## src/d4w_ram.sv

```systemverilog
`timescale 1ns / 1ps
// simple dual-port ram, one write and one registered read port
// no dependencies
module d4w_ram #(
    parameter int DEPTH = 16,
    parameter int WIDTH = 8
) (
    input  logic                     aclk,
    input  logic                     wr_en,
    input  logic [$clog2(DEPTH)-1:0] wr_addr,
    input  logic [WIDTH-1:0]         wr_data,
    input  logic                     rd_en,
    input  logic [$clog2(DEPTH)-1:0] rd_addr,
    output logic [WIDTH-1:0]         rd_data
);

    logic [WIDTH-1:0] mem [DEPTH];

    always_ff @(posedge aclk) begin
        if (wr_en) begin
            mem[wr_addr] <= wr_data;
        end
        if (rd_en) begin
            rd_data <= mem[rd_addr];
        end
    end

endmodule

```

## config.mk

```make
export PLATFORM = sky130hd
export DESIGN_NAME = d4w_ram
export DESIGN_NICKNAME = d
export VERILOG_FILES = /design/src/d4w_ram.sv
export SDC_FILE = /design/constraint.sdc
export NUM_CORES = 1
export LEC_CHECK = 0
export ABC_AREA = 1
export BUFFER_PORTS_ARGS = -buffer_cell sky130_fd_sc_hd__buf_2
export CORE_MARGIN = 2
export CORE_UTILIZATION = 35
export CTS_CLUSTER_SIZE = 40
export DETAILED_ROUTE_END_ITERATION = 8
export PLACE_DENSITY_LB_ADDON = 0.15
export SYNTH_ARGS = -nofsm -noshare
export SYNTH_HDL_FRONTEND = slang
export SYNTH_SLANG_ARGS = --single-unit
```

## constraint.sdc

```tcl
create_clock -name aclk -period 1.15 [get_ports aclk]
set_input_delay 0.23 -clock aclk [delete_from_list [all_inputs] [get_ports aclk]]
set_output_delay 0.23 -clock aclk [all_outputs]
set_load 0.01 [all_outputs]
```

==> After elaboration in Yosys (flattened, before gate mapping) <==
Memories as Yosys holds them, arrays and structs flattened. A register that Yosys moved wholly into a read port is not among the register bits.
Cells that the tools add are included.
{ "word_totals": {"n_memories": 1, "reg_bits": 0, "out_inout_bits": 8, "elab_cells": 3, "inputBits": 19, "ram_bits": 128} }
{ "memory_table": {"columns": ["name", "depth", "word_bits", "read_ports", "rd_clocked_by_memory_dff", "wr", "line", "rtl"], "rows": [
  ["mem", 16, 8, 1, 1, 1, "17", "logic [WIDTH-1:0] mem [DEPTH];"]
]} }
{ "op_classes": {"mux": 2} }
{ "op_table": {"columns": ["cell", "count"], "rows": [
  ["2-to-1 mux 1 bit", 2]
]} }

==> Longest topological paths before layout <==
{ "logic_depth": {"depth_word": 2, "ltp_mapped": 8, "depth_no_buf": 7} }

==> Least setup slack after synthesis <==
Ideal clock, no wire load.
{ "synth_path": {"path_type": "input to register", "start": "in wr_addr[3]", "end": "mem mem[4][0], enable pin", "path_stages": 2, "arrival_ns": 0.811, "path_buffers": 0, "slack_ns": -0.031, "setup_ns": 0.370, "required_time_ns": 0.780, "cell_sequence": "nand3b_1 nor2_1"} }
{ "synth_lines": {"columns": ["item", "line", "rtl"], "rows": [
  ["start: declaration", "10", "input logic [$clog2(DEPTH)-1:0] wr_addr,"],
  ["end: declaration", "17", null]
]} }
No word-level cell before the write port.

==> Worst setup path in the final report <==
{ "layout_path": {"start": "reg rd_data[2], read port of mem", "end": "out rd_data[2]"} }
{ "layout_lines": {"columns": ["item", "line", "rtl"], "rows": [
  ["start: declaration", "14", "output logic [WIDTH-1:0] rd_data"]
]} }
No word-level cell between the ends.

==> results.md <==
* Worst Reg2Reg Path Length in Cells at 6
* Worst setup path end: rd_data[2]
* Antenna cells at 0
* Yosys reg bits at 136
* Fin util at 43.39%
* Slew HR at 73.98%
* Io pins at 27
* Multi-input logic area at 1384 um^2
* # rows at 47
* Post-route minimum period at 1.224 ns
* CP required at 0.92 ns
* First-pass GRT wire length at 21.47 mm
* CORE AREA at 16,470 um^2
* Clock-pin transition on the worst setup and hold timing paths at 0.06 ns
* Critical Path AT at 0.99 ns
* Worst-Margin Slew at 0.3903 ns
* Die X at 133.3 um
* Synth Warn # at 0
* Skew final at 0.009157 ns
* Critical path class: reg2out
* Syn nets at 570
* Static leakage at 3.061 nW
* Failing checks: negative setup slack
* Area Growth Syn to Fin at 22.19%
* Via count at 3,804
* Skew-Pair Late Insertion Delay at 0.41 ns
* Starting DRT DRC Count at 260
* Startpoint Class: flop
* Register area at 4084 um^2
* Slew Limit Fails at 0
* Routed Antenna Nets at 0
* Clock root cell: clkbuf_16
* WL per Instance at 16.53 um
* Sequential element share of the synthesized area at 69.85%
* Layout fillers at 1,593
* Initial Utilization at 35.51%
* Highest Clock Rate at 0.8168 GHz
* Yosys cell types at 11
* PortBufs at 26
* Routability congestion estimate at 0.7992
* Crit path max fanout at 1
* Critical Path Stages at 1
* DRC violations left at 0
* Max-cap violations at 0
* Htree depth at 4
* End of the worst register-to-register path: rd_data[5]
* Delay-heaviest family, CP: flip-flops
* Buffers & Inverters on Critical Path at 1
* Antenna violations before repair at 0
* Post-CTS Hold Buffers at 0
* Ratio of final minimum period to clock period at 106.5%
* Total iterations of the first detailed-routing run at 4
* Vias in the first global route at 3,784
* CTS Buffer Depth at 2
* Crit-path cells: buf_6
* Post-route setup slack at -0.07432 ns
* Total grt overflow at 0
* Worst setup EP type: output pin
* Largest net degree at the start of global routing at 34
* RSZ-0062 raised after global routing: yes
* Syn Area/Cell at 10.61 um^2
* Clk sinks at 136
* Vias/cell at 4.545
* Final setup viols at 4
* Die Height at 133.3 um
* Mapped Cells at 551
* Worst path max stage delay at 0.43 ns
* Peak supply drop at 1.251 mV
* CTS tree: done
* Post-Route Setup TNS at -0.2221 ns
* FF-to-FF setup slack at 0.03 ns
* Hold WS at 0.1902 ns
* DIE AREA at 17,760 um^2
* CP max-delay cell: edfxtp_1
* CP startpoint: rd_data[2]
* Worst Hold Class: in2reg
* Mapped Area at 5847 um^2
* Final WL at 13.84 mm
* PwrDens at 1627 nW/um^2
* Share of layout cells above drive strength 1 at 18.64%
* Postcts setup bufs at 0
* Fin. Hold Viols at 0
* Total global routing track utilization at 16.58%
* Status: complete, but fails checks
* Final nets at 623
* TritonCTS Buffers at 17
* DP Wirelength at 8.951 mm
* Reg2Reg Launch Point: mem[0][5]
power breakdown:
group	leakage (nW)	internal [mW]	switching [mW]	total, mW
combinational	1.55	0.263	0.535	0.798
sequential	1.24	5.59	0.0314	5.62
clock	0.274	3.33	1.88	5.21
repair_timing:
action | 4_1_cts | 5_1_grt
setup endpoints to repair | 13 | 16
pin swaps | 0 | 10
gates resized for setup | 6 | 29
per-stage QoR:
step,setup WS (ns),power [mW],cell area [um^2],std cells
5_1_grt,-0.1196,12.03,7144,837
3_3_place_gp,-0.3574,6.472,6401,805
6_report,-0.07432,11.63,7144,837
4_1_cts,-0.09652,11.70,6998,837
3_5_place_dp,-0.3746,6.473,6401,805
2_1_floorplan,-0.03084,6.117,5847,551
layout make-up:
type	count	share of cell area [%]
tap	220	3.853
clock inverter	14	1.926
sequential	136	57.16
timing repair buffer	58	6.322
inverter	102	5.359
clock buffer	18	6.007
multi-input combinational	289	19.37
logic make-up (layout without fill, tap and decap cells):
family,after synthesis,after routing,synth area share [%]
DFF,136,136,69.85
and+or+nand+nor,289,289,20.76
buffers and inverters,126,192,9.394
layout by cell type (no fill, tap or decap):
master,n
nor2_1,17
nand3_1,67
nand3_4,2
nand2_1,171
nand3_2,28
clkinvlp_4,1
buf_12,6
buf_2,25
nand3b_1,2
buf_4,26
clkinv_1,8
nand2_2,2
clkbuf_16,17
edfxtp_1,136
inv_2,2
clkinv_2,2
inv_1,100
bufinv_16,3
buf_6,1
clkbuf_1,1
layer usage:
layer  share of wire [%]  track usage (%)
met4                0.89            5.024
met2                  46            25.49
met3                 6.4            4.680
met1                  47            22.96
met5                   0                0
worst min-delay path by stage:
stage                     startpoint    endpoint  slack (ns)  depth (start not counted)
final                          rd_en  rd_data[2]        0.19                          1
after global placement         rd_en  rd_data[3]        0.62                          1
after detailed placement       rd_en  rd_data[3]        0.62                          1
after CTS                      rd_en  rd_data[2]        0.18                          1
after floorplan           wr_data[0]   mem[0][0]        0.33                          0
after global routing           rd_en  rd_data[2]        0.19                          1
Yosys cell counts:
cell type | n | share of area, %
buf_2 | 13 | 1.1
inv_1 | 100 | 6.4
nand3_1 | 97 | 8.3
buf_6 | 6 | 1.2
nor2_1 | 17 | 1.1
nand2_1 | 173 | 11
edfxtp_1 | 136 | 70
buf_4 | 4 | 0.51
inv_2 | 2 | 0.13
buf_1 | 1 | 0.064
nand3b_1 | 2 | 0.26
sequential cells by signal, summed over array words and instances (netlist names):
signal	cells
mem	128
rd_data	8
No activity file was read; power rests on OpenSTA's default activity.
